**src/hdl/npcs_pkg.sv**
```systemverilog
// Shared constants, types and codes for the nearest palette colour search.
package npcs_pkg;

   localparam int PALETTE_ENTRIES = 256;
   localparam int IDX_W           = $clog2(PALETTE_ENTRIES);
   localparam int INDEX_W         = 8;
   localparam int LIMIT_W         = INDEX_W + 1;
   localparam int COLOUR_W        = 24;
   localparam int CHAN_W          = 8;
   localparam int CHANNELS        = 3;
   localparam int SQ_W            = 2 * CHAN_W;
   localparam int DIST_W          = SQ_W + 2;

   localparam logic [IDX_W-1:0]   LAST_SLOT   = IDX_W'(PALETTE_ENTRIES - 1);
   localparam logic [LIMIT_W-1:0] ENTRY_LIMIT = LIMIT_W'(PALETTE_ENTRIES);

   typedef enum logic {
      OP_WRITE = 1'b0,
      OP_QUERY = 1'b1
   } opcode_type;

   typedef enum logic [1:0] {
      ST_IDLE,
      ST_SCAN,
      ST_DRAIN
   } state_type;

   // Palette store access from the sequencer.
   typedef struct packed {
      logic                wr_en;
      logic [IDX_W-1:0]    wr_addr;
      logic [COLOUR_W-1:0] wr_data;
      logic                rd_en;
      logic [IDX_W-1:0]    rd_addr;
   } store_req_type;

   // Tag that follows one palette slot down the compare pipeline.
   typedef struct packed {
      logic             vld;
      logic             last;
      logic [IDX_W-1:0] idx;
   } tag_type;

endpackage

```
**src/hdl/npcs_dist.sv**
```systemverilog
// Shared distance unit: registered channel squares, then their sum.
module npcs_dist (
   input  logic                            clock,
   input  logic [npcs_pkg::COLOUR_W-1:0]   colour,
   input  logic [npcs_pkg::COLOUR_W-1:0]   entry,
   output logic [npcs_pkg::DIST_W-1:0]     distance
);
   import npcs_pkg::*;

   logic [SQ_W-1:0] sq_in [CHANNELS];
   logic [SQ_W-1:0] sq_ff [CHANNELS];

   always_comb begin
      logic [CHAN_W-1:0] a;
      logic [CHAN_W-1:0] b;
      logic [CHAN_W-1:0] diff;
      for (int c = 0; c < CHANNELS; c++) begin
         a        = colour[c*CHAN_W +: CHAN_W];
         b        = entry[c*CHAN_W +: CHAN_W];
         diff     = (a > b) ? (a - b) : (b - a);
         sq_in[c] = SQ_W'(diff) * SQ_W'(diff);
      end
   end

   always_ff @(posedge clock) begin
      for (int c = 0; c < CHANNELS; c++) begin
         sq_ff[c] <= sq_in[c];
      end
   end

   assign distance = DIST_W'(sq_ff[0]) + DIST_W'(sq_ff[1]) + DIST_W'(sq_ff[2]);

endmodule

```
**config.mk**
```make
export PLATFORM = sky130hd
export DESIGN_NAME = npcs_dist
export DESIGN_NICKNAME = d
export VERILOG_FILES = /design/src/hdl/npcs_pkg.sv /design/src/hdl/npcs_dist.sv
export SDC_FILE = /design/constraint.sdc
export NUM_CORES = 1
export LEC_CHECK = 0
export BUFFER_PORTS_ARGS = -buffer_cell sky130_fd_sc_hd__buf_2
export CAP_MARGIN = 20
export CORE_MARGIN = 3
export CORE_UTILIZATION = 60
export CTS_BUF_LIST = sky130_fd_sc_hd__clkbuf_8 sky130_fd_sc_hd__clkbuf_16
export DETAILED_ROUTE_END_ITERATION = 12
export GPL_TIMING_DRIVEN = 0
export HOLD_SLACK_MARGIN = 0.05
export PLACE_DENSITY = 0.79
export SETUP_SLACK_MARGIN = 0.1
export SYNTH_ARGS = -nofsm -noshare
export SYNTH_HDL_FRONTEND = slang
export SYNTH_SLANG_ARGS = --single-unit
```
**constraint.sdc**
```tcl
create_clock -name clock -period 13 [get_ports clock]
set_clock_uncertainty 0.15 [all_clocks]
set_input_delay 0.65 -clock clock [delete_from_list [all_inputs] [get_ports clock]]
set_output_delay 0.65 -clock clock [all_outputs]
set_load 0.02 [all_outputs]
```
After elaboration in Yosys (flattened, before gate mapping)
Memory sizes are Yosys's and may differ from the RTL's.
Index checks and enable logic that the tools add are counted.
W data, S select, Z words.
{"block": "totals", "ff_bits": 0, "ramBits": 48, "input_bits": 49, "output_inout_bits": 18, "elab_cells": 18, "n_memories": 1}
{"name": "sq_ff", "words": 3, "width": 16, "rd": 3, "rd_ports_with_merged_regs": 0, "write_ports": 3, "line": "npcs_dist.sv:11", "text": "logic [SQ_W-1:0] sq_ff [CHANNELS];"}
{"block": "classes", "add_sub_neg": 8, "multipliers": 3, "n_lt_le_gt_ge": 3, "n_mux": 3}
{"operator": "$mul A8 B8 Y16", "count": 3}
{"operator": "$sub A8 B8 Y8", "count": 6}
{"operator": "$gt A8 B8 Y1", "count": 3}
{"operator": "$mux W8", "count": 3}
{"operator": "$add A18 B16 Y18", "count": 1}
{"operator": "$add A16 B16 Y17", "count": 1}

Logic depth before layout (Yosys ltp)
{"block": "logic_depth", "word_depth": 3, "depth_mapped": 28, "ltp_nobuf": 27}

Worst setup path after synthesis
OpenSTA, ideal clock, no wires.
{"block": "synth_timing", "kind": "in2reg", "start": "input port colour[4] in the netlist's numbering", "end": "memory sq_ff[0][15] in the netlist's numbering", "arrival_ps": 6464, "setup_slack_ps": 6294, "cell_stages": 26, "path_buffers": 3, "path_cell_list": "inv_1 > ha_1 > buf_2 > nand4_1 > or3_1 > buf_2 > and4_1 > or3_1 > and2_1 > buf_2 > or2_1 > fa_1 > inv_1 > fa_1 > inv_1 > fa_1 > fa_1 > inv_1 > ha_1 > nand3_1 > nor2_1 > o311ai_0 > a21oi_1 > a211o_1 > o211a_1 > nor4_1"}
{"element": "start: declaration", "line": "npcs_dist.sv:4", "text": "input logic [npcs_pkg::COLOUR_W-1:0] colour,"}
{"element": "end: declaration", "line": "npcs_dist.sv:11"}

==> key figures <==
Route
  – Routed WL: 17,500 um
  – Vias per Instance: 5.51
  – Via Count: 7,560
  – Initial DRC count: 336
  – WL per Instance: 12.8 um
  – # DRC: 0
  – Drt pass-1 iters: 4
  – ANT nets after route: 0

Place
  – Post-Place Setup Slack: 5.64 ns
  – GP Congestion: 0.890
  – HPWL Detailed: 15,200 um
  – PortBufs: 66

Clock network
  – CTS tree: yes
  – Clock H-tree levels: 2
  – Clock Path Buffers: 2
  – Post-CTS Setup Inserts: 0
  – Root Driver: clkbuf_16
  – Clock-pin slew on the worst setup and hold paths: 0.06 ns
  – Clock sinks: 45
  – CTS Hold Bufs: 0
  – Post-CTS Resized: 0
  – TritonCTS buffer count: 5

Floorplan
  – Initial Util: 62.5%
  – Die Y: 130 um
  – Die Width: 130 um
  – Core box area: 0.0148 mm^2
  – Die ar.: 0.0170 mm^2
  – Io pins: 67
  – Row cnt: 44

Critical path
  – WP buf/inv: 7
  – CP top delay family: adder cells
  – Critical Path Fanout Max: 9
  – Crit path from: colour[0]
  – Cell at the slowest stage of the critical path: fa_1
  – WP data arrival: 7.09 ns
  – CP required: 13.02 ns
  – CP peak stage delay: 0.55 ns
  – Crit path launch type: primary input
  – Critical path type: primary input to flip-flop
  – Critical path endpoint category: flip-flop
  – Worst setup path end: sq_ff[0][15]
  – WP depth: 28

Final layout
  – Final #Nets: 1,482
  – Layout area overhead: 7.63%
  – Largest regs: sq_ff (45)
  – Register with the most flip-flops: sq_ff
  – Share of cells above drive strength 1: 10.2%
  – Diodes inserted: 0
  – Max FFs per register: 45

STA
  – Worst-Margin Slew: 0.885 ns
  – Final Slew Violations: 0
  – Max-Slew Margin vs Limit: 40.6%
  – Setup violations, final: 0
  – WHS: 0.781 ns
  – Tcrit/Tclk final: 54.4%
  – Final WS setup: 5.93 ns
  – Final worst path period need: 7.07 ns
  – Final hold vios: 0
  – RSZ-0062 raised after global routing: no
  – Maximum clock rate: 0.141 GHz
  – Total negative setup slack: 0 ns

Synth
  – Synth Area in Compound Gates: 16.5%
  – Post-synth top cells: 208 x inv_1, 165 x ha_1, 101 x nor2_1
  – Synth Area in XOR/XNOR: 7.79%
  – Seq/Total Area, Yosys: 9.73%
  – Yosys cell types: 76
  – Syn Inst Count: 1,112
  – Synthesis Warnings: 0
  – FF+latch count, synth: 45
  – Number of flops mapped to enable cells by yosys: 0
  – Largest family of logic cells by synthesized area: adder cells
  – Multiplexer share of the synthesized area: 1.45%
  – Synth area leader: ha_1
  – Async S/R FF share, synth: 0%
  – Mapped Area: 0.00926 mm^2
  – Synth Area in Simple Gates: 14.5%
  – Most frequent cell after synthesis: inv_1
  – Avg Inst Size Synth: 8.33 um^2
  – Post-Synth Adder-Cell Area: 40.0%
  – Top cells by area, synth: ha_1 22%, fa_1 18%, dfxtp_1 9.7%
  – Synth top area share: 22.3%
  – Ys flop type: dfxtp_1

Global route
  – Initial antenna violation count: 0
  – Largest net degree at the start of global routing: 15
  – First-pass GRT wire length: 31,000 um
  – Grt ovf: 0
  – Gr usage total: 21.8%
  – Vias in the first global route: 7,224

Status
  – Outcome: completed

Worst hold path
  – Hold Crit Class: primary input to flip-flop
  – Hold path depth: 4

Job
  – Max_cap viols: 0
per-layer routing:
layer  GRT usage (%)  part of all wire [%]
met1            29.7                    47
met2            38.3                    49
met3            2.58                   3.5
met4            2.81                  0.72
met5               0                     0
cell usage in the layout (no fill, tap or decap), drive strengths merged, types with 5 or more instances in the layout:
cell    synthesis  final
nand2b         14     14
a21oi          69     69
mux2i          13     13
o21a           17     17
xor2           31     31
and2            7      7
o21ai          39     39
buf            16     82
nand3           9      9
a21o           25     25
a211o           7      7
inv           210    210
nor2b           9      9
a21boi          6      6
o211ai          5      5
a31oi           6      6
fa             82     82
o21bai          9      9
nor2          101    101
ha            165    165
a211oi         11     11
or2            19     19
nor3           26     26
xnor2          48     48
and3            6      6
nand2          32     32
nor4            6      6
clkbuf          9     14
or3            10     10
dfxtp          45     45
nand4           9      9
worst min path at each step:
| stage | start | endpoint | slack [ns] |
|---|---|---|---|
| 5_1_grt | entry[16] | sq_ff[0][32] | 0.82 |
| 2_1_floorplan | entry[0] | sq_ff[0][0] | 0.87 |
| 3_3_place_gp | entry[16] | sq_ff[0][32] | 1.07 |
| 4_1_cts | entry[16] | sq_ff[0][32] | 0.77 |
| 6_report | entry[16] | sq_ff[0][32] | 0.78 |
| 3_5_place_dp | entry[16] | sq_ff[0][32] | 1.07 |
logic make-up (layout without fill, tap and decap cells):
kind of cell	Yosys count	in the layout
compound gates	225	225
xor+xnor	79	79
fa+ha+maj	247	247
buf+inv	235	309
flops	45	45
mux	13	13
other cells	1	2
simple gates	267	267
tightest hold or removal path, cell delays in order:
cell	delay, ns
buf_2	0.09
ha_1	0.11
buf_2	0.19
inv_1	0.11
layout make-up:
cell class | instances | area, um^2
fill | 1297 | 4840
timing repair buffer | 66 | 330
clock buffer | 5 | 125
sequential | 45 | 901
inverter | 210 | 788
tap | 184 | 230
buffer | 25 | 145
clock inverter | 3 | 17.5
multi-input combinational | 833 | 7430
metrics by stage:
step	std cells	cell area [um^2]	util (%)
after floorplan	1113	9270	-
after global placement	1363	9830	66.4
after detailed placement	1363	9830	66.4
after CTS	1371	9970	67.3
after global routing	1371	9970	67.3
final	1371	9970	67.3
Power is left out: the tool's default activity adds up to more than one toggle a clock period on the data nets, which glitch-free logic cannot reach.
