[src/hdl/npcs_pkg.sv]
// Shared constants, types and codes for the nearest palette colour search.
package npcs_pkg;

   localparam int PALETTE_ENTRIES = 256;
   localparam int IDX_W           = $clog2(PALETTE_ENTRIES);
   localparam int INDEX_W         = 8;
   localparam int LIMIT_W         = INDEX_W + 1;
   localparam int COLOUR_W        = 24;
   localparam int CHAN_W          = 8;
   localparam int CHANNELS        = 3;
   localparam int SQ_W            = 2 * CHAN_W;
   localparam int DIST_W          = SQ_W + 2;

   localparam logic [IDX_W-1:0]   LAST_SLOT   = IDX_W'(PALETTE_ENTRIES - 1);
   localparam logic [LIMIT_W-1:0] ENTRY_LIMIT = LIMIT_W'(PALETTE_ENTRIES);

   typedef enum logic {
      OP_WRITE = 1'b0,
      OP_QUERY = 1'b1
   } opcode_type;

   typedef enum logic [1:0] {
      ST_IDLE,
      ST_SCAN,
      ST_DRAIN
   } state_type;

   // Palette store access from the sequencer.
   typedef struct packed {
      logic                wr_en;
      logic [IDX_W-1:0]    wr_addr;
      logic [COLOUR_W-1:0] wr_data;
      logic                rd_en;
      logic [IDX_W-1:0]    rd_addr;
   } store_req_type;

   // Tag that follows one palette slot down the compare pipeline.
   typedef struct packed {
      logic             vld;
      logic             last;
      logic [IDX_W-1:0] idx;
   } tag_type;

endpackage

[src/hdl/npcs_ctrl.sv]
// Sequencer: takes commands, walks the palette, keeps the running best match.
module npcs_ctrl (
   input  logic                            clock,
   input  logic                            reset,
   input  logic                            start,
   output logic                            busy,
   input  logic                            opcode,
   input  logic [npcs_pkg::INDEX_W-1:0]    entry_index,
   input  logic [npcs_pkg::COLOUR_W-1:0]   rgb_colour,
   output npcs_pkg::store_req_type         store_req,
   output logic [npcs_pkg::COLOUR_W-1:0]   query_colour,
   input  logic [npcs_pkg::DIST_W-1:0]     distance,
   output logic                            rsp_strobe,
   output logic [npcs_pkg::INDEX_W-1:0]    rsp_best_index
);
   import npcs_pkg::*;

   state_type            state_ff, state_in;
   logic [IDX_W-1:0]     cnt_ff, cnt_in;
   logic [COLOUR_W-1:0]  colour_ff;
   tag_type              tag0, tag1_ff, tag2_ff;
   logic [DIST_W-1:0]    best_dist_ff;
   logic [IDX_W-1:0]     best_idx_ff;
   logic                 take;
   logic [IDX_W-1:0]     new_best_idx;
   logic                 strobe_ff;
   logic [INDEX_W-1:0]   best_out_ff;
   logic                 accept;

   assign busy   = (state_ff != ST_IDLE);
   assign accept = start && !busy;

   always_ff @(posedge clock) begin
      if (reset) begin
         state_ff <= ST_IDLE;
      end else begin
         state_ff <= state_in;
      end
      cnt_ff <= cnt_in;
   end

   always_comb begin
      state_in          = state_ff;
      cnt_in            = cnt_ff;
      tag0              = '0;
      store_req         = '0;
      store_req.wr_addr = entry_index[IDX_W-1:0];
      store_req.wr_data = rgb_colour;
      store_req.rd_addr = cnt_ff;
      unique case (state_ff)
         ST_IDLE: begin
            cnt_in = '0;
            if (accept && opcode == OP_QUERY) begin
               state_in = ST_SCAN;
            end
            // Drop writes beyond the store.
            store_req.wr_en = accept && (opcode == OP_WRITE) &&
                              ({1'b0, entry_index} < ENTRY_LIMIT);
         end
         ST_SCAN: begin
            store_req.rd_en = 1'b1;
            tag0.vld        = 1'b1;
            tag0.last       = (cnt_ff == LAST_SLOT);
            tag0.idx        = cnt_ff;
            cnt_in          = cnt_ff + 1'b1;
            if (cnt_ff == LAST_SLOT) begin
               state_in = ST_DRAIN;
            end
         end
         ST_DRAIN: begin
            if (tag2_ff.vld && tag2_ff.last) begin
               state_in = ST_IDLE;
            end
         end
         default: begin
            state_in = ST_IDLE;
         end
      endcase
   end

   always_ff @(posedge clock) begin
      if (accept && opcode == OP_QUERY) begin
         colour_ff <= rgb_colour;
      end
   end

   // Tags track read data and squares through the store and distance unit.
   always_ff @(posedge clock) begin
      if (reset) begin
         tag1_ff <= '0;
         tag2_ff <= '0;
      end else begin
         tag1_ff <= tag0;
         tag2_ff <= tag1_ff;
      end
   end

   // Only a strictly smaller distance replaces the best, so ties keep the lower slot.
   assign take         = tag2_ff.vld && ((tag2_ff.idx == '0) || (distance < best_dist_ff));
   assign new_best_idx = take ? tag2_ff.idx : best_idx_ff;

   always_ff @(posedge clock) begin
      if (take) begin
         best_dist_ff <= distance;
         best_idx_ff  <= tag2_ff.idx;
      end
   end

   always_ff @(posedge clock) begin
      if (reset) begin
         strobe_ff <= 1'b0;
      end else begin
         strobe_ff <= tag2_ff.vld && tag2_ff.last;
      end
      if (tag2_ff.vld && tag2_ff.last) begin
         best_out_ff <= INDEX_W'(new_best_idx);
      end
   end

   assign query_colour   = colour_ff;
   assign rsp_strobe     = strobe_ff;
   assign rsp_best_index = best_out_ff;

   a_strobe_single: assert property (@(posedge clock) disable iff (reset)
      strobe_ff |=> !strobe_ff)
      else $error("result strobe held for more than one cycle");

   a_tag_while_busy: assert property (@(posedge clock) disable iff (reset)
      (tag1_ff.vld || tag2_ff.vld) |-> busy)
      else $error("compare pipeline active while idle");

   a_strobe_after_last: assert property (@(posedge clock) disable iff (reset)
      strobe_ff |-> $past(tag2_ff.vld && tag2_ff.last))
      else $error("result issued without final slot compare");

   a_no_write_when_busy: assert property (@(posedge clock) disable iff (reset)
      busy |-> !store_req.wr_en)
      else $error("palette written during a search");

endmodule

[config.mk]
export PLATFORM = sky130hd
export DESIGN_NAME = npcs_ctrl
export DESIGN_NICKNAME = d
export VERILOG_FILES = /design/src/hdl/npcs_pkg.sv /design/src/hdl/npcs_ctrl.sv
export SDC_FILE = /design/constraint.sdc
export NUM_CORES = 1
export LEC_CHECK = 0
export BUFFER_PORTS_ARGS = -buffer_cell sky130_fd_sc_hd__buf_2
export CORE_UTILIZATION = 40
export CTS_CLUSTER_DIAMETER = 60
export CTS_CLUSTER_SIZE = 30
export DETAILED_ROUTE_END_ITERATION = 8
export PLACE_DENSITY = 0.67
export SLEW_MARGIN = 20
export SYNTH_ARGS = -nofsm -noshare
export SYNTH_HDL_FRONTEND = slang
export SYNTH_SLANG_ARGS = --single-unit
[constraint.sdc]
create_clock -name clock -period 2.6 [get_ports clock]
set_input_delay 0 -clock clock [delete_from_list [all_inputs] [get_ports clock]]
set_output_delay 0 -clock clock [all_outputs]
set_load 0.1 [all_outputs]
# --- Word level (Yosys, flattened, before mapping) ---
# Index checks and enable logic that the tools add are counted.
# W data, S select, Z words.
word_totals:
  regBits: 89
  output_inout_bits: 76
classes:
  n_addsub: 1
  order_cmp: 1
  n_eq_ne: 6
  mux: 9
  bitwise: 2
  reduce_logical: 13
op_table:
  columns: ["op", "n"]
  rows:
  - ["$lt A18 B18 Y1", 1]
  - ["$pmux W8 S2", 1]
  - ["$mux W10", 1]
  - ["$add A8 B1 Y8 const B", 1]
  - ["$eq A8 B8 Y1 const B", 1]
  - ["$logic_not A8 Y1", 1]
  - ["$mux W8", 1]
  - ["$mux W2", 3]
  - ["$ne A2 B2 Y1 const B", 3]
  - ["$pmux W2 S3", 1]
  - ["$logic_and A1 B1 Y1", 5]
  - ["$reduce_bool A2 Y1", 2]
  - ["$reduce_and A3 Y1", 1]
  - ["$eq A2 B1 Y1 const B", 1]
  - ["$eq A2 B2 Y1 const B", 1]
  - ["$logic_not A2 Y1", 1]
  - ["$mux W1", 2]
  - ["$not A1 Y1", 2]
  - ["$reduce_or A2 Y1", 1]
  - ["$logic_not A1 Y1", 1]
  - ["$logic_or A1 B1 Y1", 1]

# --- Longest topological paths before layout ---
# Gate-level depths: netlist (run 1).
depth:
  ltp_word: 6
  mapped_depth: 7

# --- Worst setup path before layout (run 1) ---
# No wires, ideal clock.
synth_path:
  path_kind: "reg2reg"
  from: "register best_dist_ff[16]"
  to: "register best_dist_ff[0] (enable)"
  t_arrival_ns: 1.922
  t_required_ns: 2.225
  path_slack_ns: 0.303
  path_stages_with_launch: 8
  n_path_buf: 0
  synth_period_minus_slack_ns: 2.297
  cell_sequence: "edfxtp_1 inv_1 ha_1 a21oi_2 nand2_1 a221o_1 a211oi_1 o21a_1"
synth_between:
  elab_chain_cells: 3
synth_rtl:
  columns: ["item", "line_no", "text"]
  rows:
  - ["start, declared", "npcs_ctrl.sv:22", "logic [DIST_W-1:0] best_dist_ff;"]
  - ["start signal, assigned", "npcs_ctrl.sv:104", "best_dist_ff <= distance;"]
  - ["$lt A18 B18 Y1", "npcs_ctrl.sv:99", "assign take = tag2_ff.vld && ((tag2_ff.idx == '0) || (distance < best_dist_ff));"]
  - ["$logic_or A1 B1 Y1", "npcs_ctrl.sv:99", null]
  - ["$logic_and A1 B1 Y1", "npcs_ctrl.sv:99", null]
  - ["net take", "npcs_ctrl.sv:24", "logic take;"]
# The timed path passes the listed nets, and every way through them passes these cells.
# A chain may end at the register's enable or synchronous reset.

# --- Final worst setup path (run 1) ---
layout_path:
  from: "register best_dist_ff[3]"
  to: "register best_out_ff[3], in the netlist rsp_best_index[3] (data pin)"
layout_between:
  elab_chain_cells: 4
layout_rtl:
  columns: ["item", "line_no", "text"]
  rows:
  - ["$lt A18 B18 Y1", "npcs_ctrl.sv:99", null]
  - ["$logic_or A1 B1 Y1", "npcs_ctrl.sv:99", null]
  - ["$logic_and A1 B1 Y1", "npcs_ctrl.sv:99", null]
  - ["$mux W8", null, null]
  - ["net new_best_idx[3]", "npcs_ctrl.sv:25", "logic [IDX_W-1:0] new_best_idx;"]
  - ["end signal, assigned", "npcs_ctrl.sv:116", "best_out_ff <= INDEX_W'(new_best_idx);"]
  - ["end, declared", "npcs_ctrl.sv:27", "logic [INDEX_W-1:0] best_out_ff;"]
# The timed path passes the listed nets, and every way through them passes these cells.

==> impl_metrics.json, run 1 <==
{
  "hold_class": "primary input to output port",
  "placed_cell_area_um2": 4050,
  "cts_root_buffer": "clkbuf_8",
  "finalCriticalPeriod_ns": 2.28,
  "ios": 130,
  "grt_first_pass_wirelength_um": 10400,
  "fin_cells": 525,
  "max_freq_mhz": 438,
  "crit_path_top_delay_cell": "edfxtp_1",
  "drive_gt1_frac": 0.326,
  "synthCells": 272,
  "maxSlewHeadroom": 0.601,
  "arrival_ns": 2.46,
  "worstPathCellList": "inv_1, ha_1, a211o_1, a21oi_1, o21ai_0, a2111oi_4, buf_4, mux2i_1",
  "hold_depth": 0,
  "die_w_um": 96.5,
  "max_cap_violations": 0,
  "synth_cell_types": 29,
  "clkPwrFrac": 0.286,
  "pwr-share-seq": 0.499,
  "start_util": 0.411,
  "r2r-end": "rsp_best_index[3]",
  "fin_nets": 484,
  "fin_skew_ns": 0.00987,
  "path_class": "register to register",
  "maxSlewViolCount": 0,
  "clk_pin_slew_worst_paths_ns": 0.09,
  "synth_edf_count": 58,
  "crit_buf_inv": 2,
  "powerDensity_nw_per_um2": 686,
  "hp-start": "entry_index[1]",
  "drtIter0Drc": 56,
  "ff2ff_setup_slack_ns": 0.32,
  "final_antenna_net_count": 0,
  "min_to": "store_req[34]",
  "synth_top_area_frac": 0.488,
  "yosys_register_bits": 89,
  "postCtsSetupRepairBufs": 0,
  "clock_latency_ns": 0.35,
  "irDropWorstVdd_v": 0.000372,
  "synth_area_leaders": "edfxtp_1 (49%), dfxtp_1 (17%), buf_4 (6.9%)",
  "grt_start_max_net_pins": 25,
  "start_kind": "register",
  "switchingPower_mw": 1.08,
  "tns_ns": 0,
  "period_share": 0.877,
  "crit_path_end_kind": "register",
  "via_per_inst": 4.50,
  "hpwl_um": 4610,
  "ctsResizeCount": 0,
  "rsz0062_at_grt": "false",
  "core_area_um2": 8680,
  "cts_tree": "yes",
  "grt-ovfl-total": 0,
  "holdBufCountCts": 46,
  "cts_buffers": 9,
  "cts_max_level": 3,
  "gp_congestion": 0.723,
  "diodes": 0,
  "crit_fanout": 8,
  "path_delay_family": "compound AO/OA/AOI/OAI gates",
  "hold_viol": 0,
  "status": "finished, final reports clean",
  "rows": 34,
  "vias": 2364,
  "clock_path_buffers": 2,
  "wl_per_cell_um": 12.9,
  "p_int_mw": 2.15,
  "yosysSeqAreaShare": 0.662,
  "power_leakage_nw": 2.04,
  "area.growth.synth_to_final_pct": 31.8,
  "grt_usage": 0.152,
  "worstPathRequired_ns": 2.78,
  "antenna_found_initial": 0,
  "final_area_um2": 4710,
  "synth_top_cell_by_area": "edfxtp_1",
  "io_buffers": 113,
  "synth_nets": 344,
  "drc": 0,
  "die_area_um2": 9310,
  "finalSetupViolations": 0,
  "wl_um": 6760,
  "swShare": 0.335,
  "drt-pass1-iter-count": 4,
  "grt_pass1_vias": 2287,
  "max_stage_delay_ns": 0.36,
  "clock-sinks": 89,
  "holdWs_ns": 0.0000439,
  "async_flop_share": 0,
  "yosys_most_used_dff": "edfxtp_1",
  "synth_area_um2": 3570,
  "power_mw": 3.23,
  "combPwrFrac": 0.215,
  "timing.rr.start": "best_dist_ff[3]",
  "rr_worst_depth": 8,
  "worstMarginPinSlew_ns": 0.594,
  "syn_avg_cell_area_um2": 13.1,
  "die_height_um": 96.5,
  "ys_warn_count": 0,
  "place_inst": 463
}
per-layer routing:
metal	GRT usage	routed length (um)	vias to the layer above
li1	-	-	1176
met4	0.0613	103	0
met5	0	0	-
met1	0.166	2810	1102
met3	0.0469	386	12
met2	0.272	3460	74
layout make-up:
class / count / area [um^2]
Multi-Input combinational cell: 119 / 843
Fill cell: 772 / 3970
Inverter: 30 / 113
Timing Repair Buffer: 163 / 1060
Clock inverter: 6 / 47.5
Sequential cell: 89 / 2360
Clock buffer: 10 / 149
Tap cell: 108 / 135
cells by family (layout without fill, tap and decap cells):
kind of cell | after synthesis | after routing | share of synthesized area
XOR/XNOR | 6 | 6 | 0.0147
AO/OA/AOI/OAI | 19 | 19 | 0.0410
flip-flops | 89 | 89 | 0.662
adder cells (fa/ha/maj) | 18 | 18 | 0.0631
AND/OR/NAND/NOR | 68 | 68 | 0.0950
multiplexers | 8 | 8 | 0.0224
buffers and inverters | 64 | 209 | 0.102
power by group through the flow:
| stage | Clock (mW) | Combinational (mW) | Sequential, mW |
|---|---|---|---|
| 2_1_floorplan | 0 | 0.365 | 1.87 |
| 3_3_place_gp | 0 | 0.632 | 1.64 |
| 3_5_place_dp | 0 | 0.642 | 1.64 |
| 4_1_cts | 0.953 | 0.696 | 1.61 |
| 5_1_grt | 1.02 | 0.729 | 1.62 |
| 6_report | 0.922 | 0.695 | 1.61 |
cells in the final DEF (no fill, tap or decap), types with 3 or more instances in the layout:
cell	n
dfxtp_1	31
nor2b_1	11
buf_2	113
clkbuf_8	9
and2_1	11
edfxtp_1	58
nand2_1	16
inv_1	30
mux2i_1	8
nor2_1	16
xnor2_1	3
a21oi_1	7
buf_4	4
dlygate4sd3_1	46
ha_1	18
xor2_1	3
nand3_1	7
nand4_1	3
synthesized netlist by cell type (all sizes together) (2+ instances only):
master	number
edfxtp	58
or4	2
buf	33
mux2i	8
nor2b	11
inv	30
and2	11
nand2	16
xnor2	3
o21ai	2
nor2	16
dfxtp	31
o21a	2
ha	18
xor2	3
nand3	7
nand4	3
a21oi	8
state kept, by name, indices dropped and copies added, names as in the netlist:
name            cells
best_dist_ff       18
best_idx_ff         8
cnt_ff              8
query_colour       24
rsp_best_index      8
rsp_strobe          1
state_ff            2
tag1_ff            10
tag2_ff            10
stage by stage:
step	worst slack [ns]	util
after floorplan	0.303	-
after global placement	0.416	0.467
after detailed placement	0.343	0.467
after CTS	0.318	0.542
after global routing	0.143	0.542
final	0.319	0.542
worst max-delay path by stage:
stage                        end             start  cells after the start  slack (ns)
5_1_grt        rsp_best_index[7]   best_dist_ff[3]                      8        0.14
3_3_place_gp   rsp_best_index[6]  best_dist_ff[16]                      8        0.42
2_1_floorplan    best_dist_ff[0]  best_dist_ff[16]                      7        0.30
3_5_place_dp   rsp_best_index[7]  best_dist_ff[16]                      8        0.34
4_1_cts        rsp_best_index[3]   best_dist_ff[3]                      8        0.32
6_report       rsp_best_index[3]   best_dist_ff[3]                      8        0.32
(Power assumes the default switching activity.)
==> run 2: changes to the inputs <==
--- a/config.mk
+++ b/config.mk
@@ -6,11 +6,13 @@
 export NUM_CORES = 1
 export LEC_CHECK = 0
 export BUFFER_PORTS_ARGS = -buffer_cell sky130_fd_sc_hd__buf_2
-export CORE_UTILIZATION = 40
+export CELL_PAD_IN_SITES_DETAIL_PLACEMENT = 1
+export CELL_PAD_IN_SITES_GLOBAL_PLACEMENT = 1
+export CORE_UTILIZATION = 38
 export CTS_CLUSTER_DIAMETER = 60
 export CTS_CLUSTER_SIZE = 30
 export DETAILED_ROUTE_END_ITERATION = 8
-export PLACE_DENSITY = 0.67
+export PLACE_DENSITY_LB_ADDON = 0.1
 export SLEW_MARGIN = 20
 export SYNTH_ARGS = -nofsm -noshare
 export SYNTH_HDL_FRONTEND = slang
==> run 2 against run 1 <==
Fmax shrank 0.45%; first-iteration DRC count shrank 11%; hold slack is essentially flat; setup slack lost 0.010 ns; critical path type unchanged; count of clock-buffer cells in the layout is the same; sequential share of layout area grew 0.21 points; via count is essentially flat; highest routed layer unchanged.
==> impl_metrics.json, run 2 (synthesis results as in run 1) <==
{
  "cts_root_buffer": "clkbuf_8",
  "diodes": 0,
  "postCtsSetupRepairBufs": 0,
  "crit_buf_inv": 2,
  "hold_class": "primary input to output port",
  "clkPwrFrac": 0.266,
  "worstPathRequired_ns": 2.78,
  "startpoint": "best_dist_ff[16]",
  "period_share": 0.881,
  "min_to": "store_req[38]",
  "vias": 2363,
  "cts_tree": "yes",
  "clock-sinks": 89,
  "combPwrFrac": 0.222,
  "largest_reg_flops": 24,
  "hp-start": "entry_index[5]",
  "status": "finished, final reports clean",
  "clk_pin_slew_worst_paths_ns": 0.09,
  "wl_um": 7280,
  "cts_max_level": 3,
  "clock_latency_ns": 0.35,
  "start_kind": "register",
  "maxSlewViolCount": 0,
  "fin_skew_ns": 0.00761,
  "grt_first_pass_wirelength_um": 11700,
  "ctsResizeCount": 0,
  "drtIter0Drc": 50,
  "clock_path_buffers": 2,
  "drt-pass1-iter-count": 6,
  "maxSlewHeadroom": 0.630,
  "grt_pass1_vias": 2414,
  "drc": 0,
  "rows": 35,
  "power_leakage_nw": 2.00,
  "max_cap_violations": 0,
  "arrival_ns": 2.47,
  "crit_path_end_kind": "register",
  "io_buffers": 113,
  "path_delay_family": "compound AO/OA/AOI/OAI gates",
  "area.growth.synth_to_final_pct": 31.3,
  "dp_slack_ns": 0.323,
  "powerDensity_nw_per_um2": 671,
  "timing.rr.start": "best_dist_ff[16]",
  "fin_nets": 484,
  "tns_ns": 0,
  "die_height_um": 98.9,
  "ff2ff_setup_slack_ns": 0.31,
  "crit_fanout": 8,
  "grt_usage": 0.157,
  "fin_cells": 528,
  "r2r-end": "rsp_best_index[0]",
  "pwr-share-seq": 0.513,
  "path_class": "register to register",
  "layout_commonest_cell": "buf_2",
  "setup_ws_ns": 0.308,
  "layout_common_cells": "buf_2 (113), edfxtp_1 (58), dlygate4sd3_1 (46), dfxtp_1 (31), inv_1 (30)",
  "final_area_um2": 4690,
  "worstPathCellList": "inv_1, ha_1, nand4_1, nor2_1, a221o_1, a2111oi_4, buf_4, mux2i_1",
  "rr_worst_depth": 8,
  "cts_buffers": 9,
  "max_freq_mhz": 436,
  "start_util": 0.390,
  "irDropWorstVdd_v": 0.000326,
  "switchingPower_mw": 1.07,
  "ios": 130,
  "rsz0062_at_grt": "false",
  "place_inst": 466,
  "antenna_found_initial": 0,
  "swShare": 0.340,
  "hold_viol": 0,
  "placed_cell_area_um2": 4050,
  "die_w_um": 98.9,
  "gp_congestion": 0.707,
  "via_per_inst": 4.48,
  "drive_gt1_frac": 0.324,
  "core_area_um2": 9150,
  "p_int_mw": 2.08,
  "grt_start_max_net_pins": 25,
  "die_area_um2": 9790,
  "hold_depth": 0,
  "grt-ovfl-total": 0,
  "finalCriticalPeriod_ns": 2.29,
  "worstMarginPinSlew_ns": 0.554,
  "crit_path_top_delay_cell": "a221o_1",
  "final_antenna_net_count": 0,
  "wl_per_cell_um": 13.8,
  "finalSetupViolations": 0,
  "max_stage_delay_ns": 0.38,
  "hpwl_um": 4970
}
-- run 2: worst max-delay path by stage --
| stage | to | slack, ns | cells after the start |
|---|---|---|---|
| after floorplan | best_dist_ff[0] | 0.30 | 7 |
| after global placement | rsp_best_index[7] | 0.40 | 8 |
| after detailed placement | rsp_best_index[0] | 0.32 | 8 |
| after CTS | rsp_best_index[1] | 0.29 | 8 |
| after global routing | rsp_best_index[6] | 0.16 | 8 |
| final | rsp_best_index[0] | 0.31 | 8 |
-- run 2: layout make-up --
class	count	area, um^2
Multi-Input combinational cell	119	843
Timing Repair Buffer	163	1060
Fill cell	988	4470
Sequential cell	89	2360
Tap cell	111	139
Inverter	30	113
Clock inverter	6	45.0
Clock buffer	10	128
-- run 2: through the flow --
step / hold slack (ns) / utilization / power (mW)
6_report: 0.0000439 / 0.512 / 3.14
4_1_cts: 0.000681 / 0.512 / 3.18
5_1_grt: 0.000157 / 0.512 / 3.28
3_3_place_gp: 0.000681 / 0.443 / 2.28
2_1_floorplan: 0.0716 / - / 2.24
3_5_place_dp: 0.000681 / 0.443 / 2.29
-- run 2: layer usage --
layer  routed length [um]  global-route usage
met3                  466              0.0433
met5                    0                   0
met1                 3100               0.189
met2                 3580               0.261
met4                  137              0.0746
-- run 2: repair_timing --
action                                  4_1_cts  5_1_grt
hold buffers                                 46        0
endpoints found under the setup margin        0        0
endpoints found under the hold margin        53        0
-- run 2: power groups by stage --
stage | clock network (mW) | registers (mW) | logic [mW]
after CTS | 0.871 | 1.61 | 0.698
after global placement | 0 | 1.64 | 0.637
after floorplan | 0 | 1.87 | 0.365
final | 0.836 | 1.61 | 0.697
after global routing | 0.927 | 1.62 | 0.730
after detailed placement | 0 | 1.64 | 0.643
==> run 3: changes to the inputs <==
--- a/config.mk
+++ b/config.mk
@@ -8,11 +8,12 @@
 export BUFFER_PORTS_ARGS = -buffer_cell sky130_fd_sc_hd__buf_2
 export CELL_PAD_IN_SITES_DETAIL_PLACEMENT = 1
 export CELL_PAD_IN_SITES_GLOBAL_PLACEMENT = 1
-export CORE_UTILIZATION = 38
+export CORE_UTILIZATION = 40
 export CTS_CLUSTER_DIAMETER = 60
 export CTS_CLUSTER_SIZE = 30
 export DETAILED_ROUTE_END_ITERATION = 8
 export PLACE_DENSITY_LB_ADDON = 0.1
+export SKIP_CTS_REPAIR_TIMING = 1
 export SLEW_MARGIN = 20
 export SYNTH_ARGS = -nofsm -noshare
 export SYNTH_HDL_FRONTEND = slang
==> constraint.sdc (replaced) <==
create_clock -name clock -period 2.75 [get_ports clock]
set_input_delay 0 -clock clock [delete_from_list [all_inputs] [get_ports clock]]
set_output_delay 0 -clock clock [all_outputs]
set_load 0.1 [all_outputs]
==> run 3 against run 2 <==
Sequential power is 6% lower; core utilization grew 2.8 points; die area shrank 4.9%; largest power group unchanged; largest cell class unchanged; count of clock-buffer cells in the layout grew 1.
==> impl_metrics.json, run 3 (synthesis results as in run 1) <==
{
  "grt_pass1_vias": 2209,
  "crit_fanout": 8,
  "layout_commonest_cell": "buf_2",
  "grt_start_max_net_pins": 25,
  "clock-sinks": 89,
  "clock_latency_ns": 0.35,
  "via_per_inst": 4.55,
  "grt_first_pass_wirelength_um": 10400,
  "wl_per_cell_um": 14.1,
  "powerDensity_nw_per_um2": 646,
  "ios": 130,
  "worstMarginPinSlew_ns": 0.644,
  "start_kind": "register",
  "cts_max_level": 3,
  "cts_buffers": 9,
  "grt_usage": 0.149,
  "tns_ns": 0,
  "grt-ovfl-total": 0,
  "cts_root_buffer": "clkbuf_8",
  "status": "finished, final reports clean",
  "rsz0062_at_grt": "false",
  "diodes": 0,
  "final_util": 0.540,
  "maxSlewHeadroom": 0.567,
  "die_height_um": 96.5,
  "core_area_um2": 8680,
  "layout_common_cells": "buf_2 (113), edfxtp_1 (58), dlygate4sd3_1 (45), dfxtp_1 (31), inv_1 (30)",
  "wl_um": 7380,
  "start_util": 0.411,
  "drc": 0,
  "drive_gt1_frac": 0.327,
  "fin_skew_ns": 0.0145,
  "clock_path_buffers": 2,
  "rr_worst_depth": 8,
  "largest_reg_flops": 24,
  "multiInputGateArea_um2": 843,
  "irDropWorstVdd_v": 0.000422,
  "period_share": 0.838,
  "path_class": "register to register",
  "rows": 34,
  "hold_class": "primary input to output port",
  "drt-pass1-iter-count": 4,
  "vias": 2386,
  "placed_cell_area_um2": 4050,
  "ff2ff_setup_slack_ns": 0.45,
  "min_to": "store_req[33]",
  "r2r-end": "rsp_best_index[5]",
  "arrival_ns": 2.49,
  "worstPathRequired_ns": 2.93,
  "power_leakage_nw": 2.03,
  "place_inst": 463,
  "finalCriticalPeriod_ns": 2.30,
  "hp-start": "entry_index[0]",
  "cts_tree": "yes",
  "power_mw": 3.03,
  "drtIter0Drc": 46,
  "area.growth.synth_to_final_pct": 31.3,
  "finalSetupViolations": 0,
  "hpwl_um": 5090,
  "timing.rr.start": "best_dist_ff[16]",
  "die_w_um": 96.5,
  "final_antenna_net_count": 0,
  "hold_viol": 0,
  "max_cap_violations": 0,
  "fin_nets": 483,
  "die_area_um2": 9310,
  "regArea_um2": 2360,
  "final_area_um2": 4690,
  "gp_congestion": 0.730,
  "maxSlewViolCount": 0,
  "antenna_found_initial": 0,
  "hold_depth": 0,
  "clk_pin_slew_worst_paths_ns": 0.09,
  "fin_cells": 524,
  "max_freq_mhz": 434,
  "crit_path_end_kind": "register",
  "nFillCells": 917,
  "io_buffers": 113
}
==> run 3: cell types whose count changed in the layout (fill, tap and decap cells not counted) <==
cell / change
clkbuf_8: +2
inv_4: +2
inv_6: +1
clkbuf_1: -1
clkinv_2: +1
clkinvlp_4: -6
clkinv_4: +1
dlygate4sd3_1: -1
==> run 3: how the worst max path moves through the flow <==
stage | from | endpoint | slack (ns) | depth (start not counted)
2_1_floorplan | best_dist_ff[16] | best_dist_ff[0] | 0.45 | 7
3_3_place_gp | best_dist_ff[16] | rsp_best_index[7] | 0.53 | 8
3_5_place_dp | best_dist_ff[16] | rsp_best_index[5] | 0.46 | 8
4_1_cts | best_dist_ff[16] | best_dist_ff[9] | 0.44 | 7
5_1_grt | best_dist_ff[16] | rsp_best_index[3] | 0.29 | 8
6_report | best_dist_ff[16] | rsp_best_index[5] | 0.45 | 8
==> run 3: per-stage QoR <==
| stage | setup WS [ns] | hold WS, ns |
|---|---|---|
| 6_report | 0.446 | 0.0000386 |
| 5_1_grt | 0.290 | 0.000143 |
| 4_1_cts | 0.435 | -0.186 |
| 3_5_place_dp | 0.459 | 0.000681 |
| 3_3_place_gp | 0.531 | 0.000681 |
| 2_1_floorplan | 0.453 | 0.0716 |
==> run 3: report_power, final <==
part           switching [mW]  leakage, nW  total, mW  internal, mW
combinational           0.516         1.12      0.659         0.144
sequential             0.0320        0.805       1.52          1.49
clock                   0.461        0.101      0.844         0.383
==> run 3: layer usage <==
layer | global-route usage | part of all wire | vias to the layer above
met5 | 0 | 0 | -
met4 | 0.0637 | 0.014 | 0
met3 | 0.0383 | 0.056 | 13
met2 | 0.239 | 0.51 | 72
met1 | 0.191 | 0.42 | 1129
li1 | - | - | 1172
==> run 3: layout make-up <==
type                            instances  share of cell area
Clock buffer                           11              0.0323
Clock inverter                          5             0.00748
Inverter                               30              0.0240
Multi-Input combinational cell        119               0.180
Sequential cell                        89               0.504
Tap cell                              108              0.0288
Timing Repair Buffer                  162               0.223
==> run 3: critical path: stages (launching register included) <==
cell and delay [ns]:
edfxtp_1 0.37, inv_1 0.07, ha_1 0.25, a21oi_2 0.15, nand2_1 0.06, a221o_1 0.40
a2111oi_4 0.33, buf_4 0.25, mux2i_1 0.26
